`src/rtl/cover_crop_nearest_scaler_assert.svh`:
```
// Assertion macros shared by the cover-crop scaler RTL.
`ifndef COVER_CROP_NEAREST_SCALER_ASSERT_SVH
`define COVER_CROP_NEAREST_SCALER_ASSERT_SVH

// Same-cycle implication, disabled while reset is asserted.
`define CCNS_ASSERT_IMPL(lbl, clk, rst_n, ante, cons) \
	lbl: assert property (@(posedge clk) disable iff (!(rst_n)) (ante) |-> (cons)) \
		else $error("cover crop scaler: assertion failed");

// Next-cycle implication.
`define CCNS_ASSERT_NEXT(lbl, clk, rst_n, ante, cons) \
	lbl: assert property (@(posedge clk) disable iff (!(rst_n)) (ante) |=> (cons)) \
		else $error("cover crop scaler: assertion failed");

// Implication after a fixed number of cycles.
`define CCNS_ASSERT_DELAY(lbl, clk, rst_n, ante, n, cons) \
	lbl: assert property (@(posedge clk) disable iff (!(rst_n)) (ante) |-> ##n (cons)) \
		else $error("cover crop scaler: assertion failed");

`endif

```
`src/rtl/ccns_pkg.sv`:
```
// Types and fixed constants of the cover-crop nearest-neighbour scaler.
package ccns_pkg;

	// Port widths fixed by the interface
	localparam int COORD_W   = 12;
	localparam int CFG_W     = 13;
	localparam int BIAS_W    = 9;
	localparam int OFFS_W    = 26;
	localparam int CFG_IDX_W = 3;

	// Q1.8 bias: one is 256, reset value is the centre
	localparam int BIAS_FRAC = 8;
	localparam logic [BIAS_W-1:0] BIAS_ONE   = 9'd256;
	localparam logic [BIAS_W-1:0] BIAS_RESET = 9'd128;

	// RGBA: four bytes per pixel
	localparam int BYTE_SHIFT = 2;

	// Configuration register indexes
	typedef enum logic [CFG_IDX_W-1:0] {
		REG_DST_WIDTH  = 3'd0,
		REG_DST_HEIGHT = 3'd1,
		REG_SRC_WIDTH  = 3'd2,
		REG_SRC_HEIGHT = 3'd3,
		REG_VBIAS      = 3'd4
	} cfg_reg_t;

	// Crop window setup sequencer
	typedef enum logic [2:0] {
		ST_IDLE,
		ST_MUL,
		ST_LOAD,
		ST_DIV,
		ST_OFF
	} setup_state_t;

endpackage

```
`src/rtl/cover_crop_nearest_scaler.sv`:
```
// Cover-crop nearest-neighbour scaler: destination pixel to source pixel address.
//
// Configuration: cfg_wr_en/cfg_index/cfg_wdata write the destination and
// source sizes and the Q1.8 vertical bias, one register per write. Every
// write starts the crop window setup, which holds busy high while one
// serial divider works out the window size and offset. Reset leaves all
// sizes at one, bias at the centre, and busy low at once.
// Pixel channel: a beat (dst_x, dst_y) is taken on a clock edge with start
// high and busy low; while busy stays low a new beat may follow in every
// cycle. The result beat (src_x, src_y, src_byte_offset, out_of_range)
// appears with done high for one cycle, in order. The per-pixel restoring
// dividers give one quotient bit per pipeline stage, for x and y side by side.
// The receiver cannot stall: results are presented once and not held.
// Reset empties the pipeline; beats in flight are dropped.

`include "cover_crop_nearest_scaler_assert.svh"

module cover_crop_nearest_scaler #(
	parameter int MAX_DIM = 4096
) (
	input  logic                            clk,
	input  logic                            arst_n,
	input  logic                            cfg_wr_en,
	input  logic [ccns_pkg::CFG_IDX_W-1:0]  cfg_index,
	input  logic [ccns_pkg::CFG_W-1:0]      cfg_wdata,
	input  logic                            start,
	output logic                            busy,
	input  logic [ccns_pkg::COORD_W-1:0]    dst_x,
	input  logic [ccns_pkg::COORD_W-1:0]    dst_y,
	output logic                            done,
	output logic [ccns_pkg::COORD_W-1:0]    src_x,
	output logic [ccns_pkg::COORD_W-1:0]    src_y,
	output logic [ccns_pkg::OFFS_W-1:0]     src_byte_offset,
	output logic                            out_of_range
);
	import ccns_pkg::*;

	localparam int DW    = $clog2(MAX_DIM + 1);
	localparam int QW    = $clog2(MAX_DIM);
	localparam int CW    = (DW > CFG_W) ? DW : CFG_W;
	localparam int XW    = (DW > COORD_W) ? DW : COORD_W;
	localparam int NW    = COORD_W + DW;
	localparam int LW    = DW + QW;
	localparam int SW    = 2 * DW;
	localparam int PW    = SW + BYTE_SHIFT;
	localparam int MW    = DW + BIAS_W;
	localparam int CNT_W = $clog2(DW);
	localparam int LAT   = QW + 4;

	// Saturate a size register to 1..MAX_DIM
	function automatic logic [DW-1:0] clamp_dim(input logic [CFG_W-1:0] v);
		logic [CW-1:0] ve;
		ve = CW'(v);
		if (ve == '0)
			return DW'(1);
		if (ve > CW'(MAX_DIM))
			return DW'(MAX_DIM);
		return DW'(ve);
	endfunction

	// One restoring division step on {remainder, numerator low bits}, per-pixel lane
	function automatic logic [LW-1:0] lane_step(input logic [LW-1:0] w,
		input logic [DW-1:0] d);
		logic [DW:0] top;
		logic [DW:0] diff;
		logic        qb;
		top  = w[LW-1:QW-1];
		diff = top - {1'b0, d};
		qb   = (top >= {1'b0, d});
		return {(qb ? diff[DW-1:0] : top[DW-1:0]), w[QW-2:0], qb};
	endfunction

	// Same step for the setup divider, DW quotient bits
	function automatic logic [SW-1:0] seq_step(input logic [SW-1:0] w,
		input logic [DW-1:0] d);
		logic [DW:0] top;
		logic [DW:0] diff;
		logic        qb;
		top  = w[SW-1:DW-1];
		diff = top - {1'b0, d};
		qb   = (top >= {1'b0, d});
		return {(qb ? diff[DW-1:0] : top[DW-1:0]), w[DW-2:0], qb};
	endfunction

	// ------------------------------------------------------------------
	// Configuration registers
	logic [CFG_W-1:0]  dst_w_q, dst_h_q, src_w_q, src_h_q;
	logic [BIAS_W-1:0] bias_q;

	always_ff @(posedge clk or negedge arst_n) begin
		if (!arst_n) begin
			dst_w_q <= CFG_W'(1);
			dst_h_q <= CFG_W'(1);
			src_w_q <= CFG_W'(1);
			src_h_q <= CFG_W'(1);
			bias_q  <= BIAS_RESET;
		end else if (cfg_wr_en) begin
			unique case (cfg_index)
				REG_DST_WIDTH:  dst_w_q <= cfg_wdata;
				REG_DST_HEIGHT: dst_h_q <= cfg_wdata;
				REG_SRC_WIDTH:  src_w_q <= cfg_wdata;
				REG_SRC_HEIGHT: src_h_q <= cfg_wdata;
				REG_VBIAS:      bias_q  <= cfg_wdata[BIAS_W-1:0];
				default: ;
			endcase
		end
	end

	// Clamped sizes and bias
	logic [DW-1:0]     dw_c, dh_c, sw_c, sh_c;
	logic [BIAS_W-1:0] bias_c;

	assign dw_c   = clamp_dim(dst_w_q);
	assign dh_c   = clamp_dim(dst_h_q);
	assign sw_c   = clamp_dim(src_w_q);
	assign sh_c   = clamp_dim(src_h_q);
	assign bias_c = (bias_q > BIAS_ONE) ? BIAS_ONE : bias_q;

	// ------------------------------------------------------------------
	// Crop window setup sequencer
	setup_state_t    state_q, state_d;
	logic [CNT_W-1:0] cnt_q;
	logic [SW-1:0]    p1_q, p2_q, sdv_q;
	logic [DW-1:0]    sdiv_q;
	logic             wide_q;
	logic [DW-1:0]    win_w_q, win_h_q, off_x_q, off_y_q;
	logic [DW-1:0]    win_raw, win_cl;
	logic [MW-1:0]    off_y_prod;

	always_ff @(posedge clk or negedge arst_n) begin
		if (!arst_n)
			state_q <= ST_IDLE;
		else
			state_q <= state_d;
	end

	always_comb begin
		state_d = state_q;
		unique case (state_q)
			ST_IDLE: state_d = ST_IDLE;
			ST_MUL:  state_d = ST_LOAD;
			ST_LOAD: state_d = ST_DIV;
			ST_DIV: begin
				if (cnt_q == CNT_W'(DW - 1))
					state_d = ST_OFF;
			end
			ST_OFF:  state_d = ST_IDLE;
			default: state_d = ST_IDLE;
		endcase
		// any write restarts the setup
		if (cfg_wr_en)
			state_d = ST_MUL;
	end

	assign busy = (state_q != ST_IDLE);

	// Window size from the divider, clamped to at least one
	assign win_raw    = sdv_q[DW-1:0];
	assign win_cl     = (win_raw == '0) ? DW'(1) : win_raw;
	assign off_y_prod = MW'(sh_c - win_raw) * MW'(bias_c);

	// Cross products, division and offsets
	always_ff @(posedge clk) begin
		unique case (state_q)
			ST_MUL: begin
				p1_q <= SW'(sw_c) * SW'(dh_c);
				p2_q <= SW'(dw_c) * SW'(sh_c);
			end
			ST_LOAD: begin
				wide_q <= (p1_q > p2_q);
				sdv_q  <= (p1_q > p2_q) ? p2_q : p1_q;
				sdiv_q <= (p1_q > p2_q) ? dh_c : dw_c;
			end
			ST_DIV:  sdv_q <= seq_step(sdv_q, sdiv_q);
			default: ;
		endcase
	end

	always_ff @(posedge clk or negedge arst_n) begin
		if (!arst_n) begin
			cnt_q   <= '0;
			win_w_q <= DW'(1);
			win_h_q <= DW'(1);
			off_x_q <= '0;
			off_y_q <= '0;
		end else begin
			if (state_q == ST_LOAD)
				cnt_q <= '0;
			else if (state_q == ST_DIV)
				cnt_q <= cnt_q + CNT_W'(1);
			if (state_q == ST_OFF) begin
				if (wide_q) begin
					// source wider: centred column crop
					win_w_q <= win_cl;
					win_h_q <= sh_c;
					off_x_q <= (sw_c - win_raw) >> 1;
					off_y_q <= '0;
				end else begin
					// source taller: biased row crop
					win_w_q <= sw_c;
					win_h_q <= win_cl;
					off_x_q <= '0;
					off_y_q <= DW'(off_y_prod >> BIAS_FRAC);
				end
			end
		end
	end

	// ------------------------------------------------------------------
	// Pixel pipeline
	logic          accept;
	logic [NW-1:0] nx, ny;
	logic          oor_in;

	assign accept = start && !busy;
	assign nx     = NW'(dst_x) * NW'(win_w_q);
	assign ny     = NW'(dst_y) * NW'(win_h_q);
	assign oor_in = (XW'(dst_x) >= XW'(dw_c)) || (XW'(dst_y) >= XW'(dh_c));

	// Divider lanes: element 0 is stage one, element QW holds the quotients
	logic          dv_v_s   [QW+1];
	logic          dv_oor_s [QW+1];
	logic [LW-1:0] dv_x_s   [QW+1];
	logic [LW-1:0] dv_y_s   [QW+1];

	logic                v_s2, v_s3, v_s4;
	logic                oor_s2, oor_s3;
	logic [DW-1:0]       sx_s2, sy_s2, sx_s3, sy_s3;
	logic [SW-1:0]       prod_s3;
	logic [COORD_W-1:0]  src_x_s4, src_y_s4;
	logic [OFFS_W-1:0]   offs_s4;
	logic                oor_s4;

	// Offset add and saturation to the last column / row
	logic [QW-1:0] qx, qy;
	logic [DW:0]   sumx, sumy;
	logic [DW-1:0] sw_m1, sh_m1, sx_sat, sy_sat;

	assign qx     = dv_x_s[QW][QW-1:0];
	assign qy     = dv_y_s[QW][QW-1:0];
	assign sumx   = (DW+1)'(off_x_q) + (DW+1)'(qx);
	assign sumy   = (DW+1)'(off_y_q) + (DW+1)'(qy);
	assign sw_m1  = sw_c - DW'(1);
	assign sh_m1  = sh_c - DW'(1);
	assign sx_sat = (sumx > (DW+1)'(sw_m1)) ? sw_m1 : DW'(sumx);
	assign sy_sat = (sumy > (DW+1)'(sh_m1)) ? sh_m1 : DW'(sumy);

	// Valid bits
	always_ff @(posedge clk or negedge arst_n) begin
		if (!arst_n) begin
			for (int k = 0; k <= QW; k++)
				dv_v_s[k] <= 1'b0;
			v_s2 <= 1'b0;
			v_s3 <= 1'b0;
			v_s4 <= 1'b0;
		end else begin
			dv_v_s[0] <= accept;
			for (int k = 1; k <= QW; k++)
				dv_v_s[k] <= dv_v_s[k-1];
			v_s2 <= dv_v_s[QW];
			v_s3 <= v_s2;
			v_s4 <= v_s3;
		end
	end

	// Payload
	always_ff @(posedge clk) begin
		// stage one: products and range check
		dv_oor_s[0] <= oor_in;
		dv_x_s[0]   <= {DW'(nx >> QW), QW'(nx)};
		dv_y_s[0]   <= {DW'(ny >> QW), QW'(ny)};
		// one quotient bit per stage
		for (int k = 1; k <= QW; k++) begin
			dv_oor_s[k] <= dv_oor_s[k-1];
			dv_x_s[k]   <= lane_step(dv_x_s[k-1], dw_c);
			dv_y_s[k]   <= lane_step(dv_y_s[k-1], dh_c);
		end
		// add crop offsets, saturate
		oor_s2 <= dv_oor_s[QW];
		sx_s2  <= sx_sat;
		sy_s2  <= sy_sat;
		// row times source width
		oor_s3  <= oor_s2;
		sx_s3   <= sx_s2;
		sy_s3   <= sy_s2;
		prod_s3 <= SW'(sy_s2) * SW'(sw_c);
		// output beat, zeroed when out of range
		oor_s4   <= oor_s3;
		src_x_s4 <= oor_s3 ? '0 : COORD_W'(sx_s3);
		src_y_s4 <= oor_s3 ? '0 : COORD_W'(sy_s3);
		offs_s4  <= oor_s3 ? '0
			: OFFS_W'((PW'(prod_s3) + PW'(sx_s3)) << BYTE_SHIFT);
	end

	assign done            = v_s4;
	assign src_x           = src_x_s4;
	assign src_y           = src_y_s4;
	assign src_byte_offset = offs_s4;
	assign out_of_range    = oor_s4;

	// ------------------------------------------------------------------
	// Assertions
	`CCNS_ASSERT_DELAY(a_fixed_latency, clk, arst_n, accept, LAT, done)
	`CCNS_ASSERT_IMPL(a_oor_zero, clk, arst_n, done && out_of_range, src_x == '0 && src_y == '0 && src_byte_offset == '0)
	`CCNS_ASSERT_NEXT(a_cfg_starts_setup, clk, arst_n, cfg_wr_en, busy)
	`CCNS_ASSERT_IMPL(a_window_nonzero, clk, arst_n, 1'b1, win_w_q != '0 && win_h_q != '0)

endmodule
```
`config.mk`:
```
export PLATFORM = sky130hd
export DESIGN_NAME = cover_crop_nearest_scaler
export DESIGN_NICKNAME = d
export VERILOG_FILES = /design/src/rtl/ccns_pkg.sv /design/src/rtl/cover_crop_nearest_scaler.sv
export VERILOG_INCLUDE_DIRS = /design/src /design/src/rtl
export SDC_FILE = /design/constraint.sdc
export NUM_CORES = 2
export LEC_CHECK = 0
export ABC_AREA = 1
export BUFFER_PORTS_ARGS = -buffer_cell sky130_fd_sc_hd__buf_2
export CORE_MARGIN = 1.5
export CORE_UTILIZATION = 60
export CTS_CLUSTER_SIZE = 16
export DETAILED_ROUTE_END_ITERATION = 7
export PLACE_DENSITY = 0.76
export SLEW_MARGIN = 20
export SYNTH_ARGS = -nofsm -noshare
export SYNTH_HDL_FRONTEND = slang
export SYNTH_SLANG_ARGS = --single-unit
```
`constraint.sdc`:
```
create_clock -name clk -period 9.1 [get_ports clk]
set_input_delay 0.91 -clock clk [delete_from_list [all_inputs] [get_ports clk]]
set_output_delay 0.91 -clock clk [all_outputs]
set_load 0.005 [all_outputs]
```
==> results.md <==
- H-tree depth: 3
- Layout cells sized above 1: 0.0491
- Critical Path Source Type: register
- Initial Util: 0.607
- VDD IR-drop max: 354 uV
- Worst setup path start: src_h_q[12]$_DFFE_PN0P_
- Clock sink count: between 900 and 1000
- Worst Skew: 52.6 ps
- Yosys cell types: 68
- Hold WS: between 150 and 200 ps
- PD cells: 381 nW/um^2
- Bufs on Longest Clock Path: 3
- Later-pin clock latency in the skew report: 750 ps
- Fin Setup TNS: 0 ps
- Normalized max-slew margin: 0.203
- Die Y: approximately 360 microns
- DRT Wirelength: 215000 microns
- RR Startpoint: src_h_q[12]$_DFFE_PN0P_
- Predominant post-synthesis flop cell: dfxtp_1
- Dominant cells by area after synthesis: dfxtp_1 (20%), fa_1 (18%), ha_1 (14%)
- CP required: between 9000 and 10000 ps
- Period minus WS final: just under 8000 ps
- Worst setup EP type: register
- Most common cell after layout, fill and taps aside: nand2_1
- Antenna Nets Post-Route: 0
- RePlAce Congestion: 0.978
- Residual DRC count: 0
- RSZ-0062 raised after global routing: false
- Fmax: 127 MHz
- Core area: between 100000 and 150000 sq um
- Number of global-route vias before repair: 62700
- Tcrit/Tclk final: 0.867
- Hold Crit Class: in2async
- Leakage: roughly 42 nW
- CTS tree: built
- Post-synth ARST share: 0.136
- Ys Warns: 0
- Final Max Slew Viols: 0
- Crit path DAT: 8520 ps
- Routed vias: 63600
- PostCTS Resize Cnt: 0
- Hold buffers post-CTS: 0
- DRT Pass-1 Iters: 6
- Clk root buf: clkbuf_16
- Critical path's most frequent cell: nand2_1
- Slew @ Worst Pin: 1200 ps
- Largest net degree at the start of global routing: 71
- Mapped Area: 77700 sq um
- Post-detailed-route wirelength per cell: approximately 19 microns
- CP Buf/Inv Count: 5
- EDFF count, synth: 92
- Sequential area share after synthesis: 0.276
- Dpl ws: 1330 ps
- Num ports: 97
- Post-CTS Setup Inserts: 0
- FF-to-FF setup slack: about 1200 ps
- Worst reg2reg path depth: 29
- Yosys top cell area share: 0.197
- HPWL after DPL: between 150000 and 200000 microns
- Die area: about 130000 sq um
- Placed cell areas: 79800 sq um
- Crit-path slowest cell: dfrtp_1
- DR iter-0 viols: 5453
- Initial antenna violation count: 16
- Crit path max-delay family: adder cells
- Area grow syn2layout: 7.34%
- Gr ovfl total: 0
- Largest area contributor in the netlist: dfxtp_1
- Synth Register Bits: 990
- Final setup viols: 0
- Num CTS Buffers: 102
- # port buffers: 94
- Max FO, Critical Path: 20
- GRT Total Usage: 0.329
- First-pass GRT wire length: 339000 microns
- Post-Synthesis Cells: 9411
- Final hold vios: 0
- Commonest cells after routing, fill and taps aside: nand2_1 (1844), inv_1 (1429), nor2_1 (949), ha_1 (840), dfxtp_1 (763)
- Final instance area: 83400 sq um
- Worst path depth: 29
- Mapped Avg Cell Area: 8.26 sq um
- Die Span X: 363 microns
- Reg-to-reg endpoint: off_y_q[12]$_DFFE_PN0N_
- Worst setup margin: 1210 ps
- Crit path kind: reg2reg
- Vias/cell: 5.65
- Critical path's largest stage delay: 860 ps
- Nets: 11000
- Overall Power: ~32 mW
- Clock-pin slew on the worst setup and hold paths: 70 ps
- Max_cap viols: 0
- Rows: 131
- Outcome: finished clean
==> synth_stat cells (6+ instances only) <==
master and number:
nor2_1 950, xor2_1 215, a21o_1 63, ha_1 840
nand3_2 24, buf_2 75, nand2_2 10, nand2_4 10
o21bai_1 11, and2_1 6, a221oi_1 25, nor4_1 18
o21a_1 15, nand4_1 90, o21ai_0 339, nand3b_1 11
inv_2 20, o31ai_1 6, inv_1 1431, buf_1 8
or2_2 35, a21boi_0 10, o211ai_1 20, clkbuf_1 131
nand3_1 364, a31oi_1 19, a211oi_1 6, dfxtp_1 763
clkinv_1 8, fa_1 705, dfrtp_1 128, edfxtp_1 92
a31o_2 7, buf_4 11, dfstp_2 7, o221ai_1 27
nand2_1 1847, xnor2_1 179, o2111ai_1 9, o21ai_1 61
a21oi_1 717, nor3_1 53
==> kinds of logic (layout without fill, tap and decap cells) <==
kind of cell	count (synthesis)	in the layout	share of synthesized area
compound gates	1359	1359	0.0967
xor+xnor	397	397	0.0450
fa+ha+maj	1545	1545	0.317
buf+inv	1687	1804	0.0835
flops	990	990	0.276
other cells	1	8	0.0000483
simple gates	3432	3432	0.182
==> per-layer routing <==
metal,track usage,routed length [microns],vias up
met2,0.523,95600,2602
met3,0.0635,19800,550
met5,0,68,-
li1,-,-,30100
met4,0.150,10500,10
met1,0.435,89400,30400
==> sequential cells by signal, summed over array words and instances (netlist names), 24 cells and up <==
name             cells
p2_q                26
prod_s3             24
src_byte_offset     24
p1_q                26
sdv_q               26
dv_x_s             312
dv_y_s             312
==> final cells by class <==
class / instances / area [sq um]
antenna: 6 / 15.0
clock buffer: 137 / 2930
clock inverter: 56 / 678
fill: 10800 / 44600
inverter: 1460 / 5480
multi-input combinational: 6735 / 49800
sequential: 990 / 21400
tap: 1729 / 2160
timing repair buffer: 151 / 905
==> power breakdown <==
part           switching [mW]  internal, mW  leakage (nW)  total (mW)
Combinational            12.7          7.51          31.4        20.2
Sequential              0.974          6.11          8.99        7.08
Clock                    1.90          2.54          1.76        4.44
Total                    15.6          16.2          42.1        31.7
==> metrics by stage <==
step	cells	utilization
finish	11300	0.652
global route	11300	0.651
CTS	11300	0.651
detailed placement	11100	0.623
global placement	11100	0.623
floorplan	9412	-
==> worst max-delay path by stage <==
| stage | slack [ps] | end |
|---|---|---|
| global route | 820 | off_y_q[12]$_DFFE_PN0N_ |
| floorplan | 2080 | off_y_q[12]$_DFFE_PN0N_ |
| finish | 1210 | off_y_q[12]$_DFFE_PN0N_ |
| CTS | 1340 | off_y_q[12]$_DFFE_PN0N_ |
| detailed placement | 1330 | off_y_q[12]$_DFFE_PN0N_ |
| global placement | 1470 | off_y_q[12]$_DFFE_PN0N_ |
(Power assumes the default switching activity.)
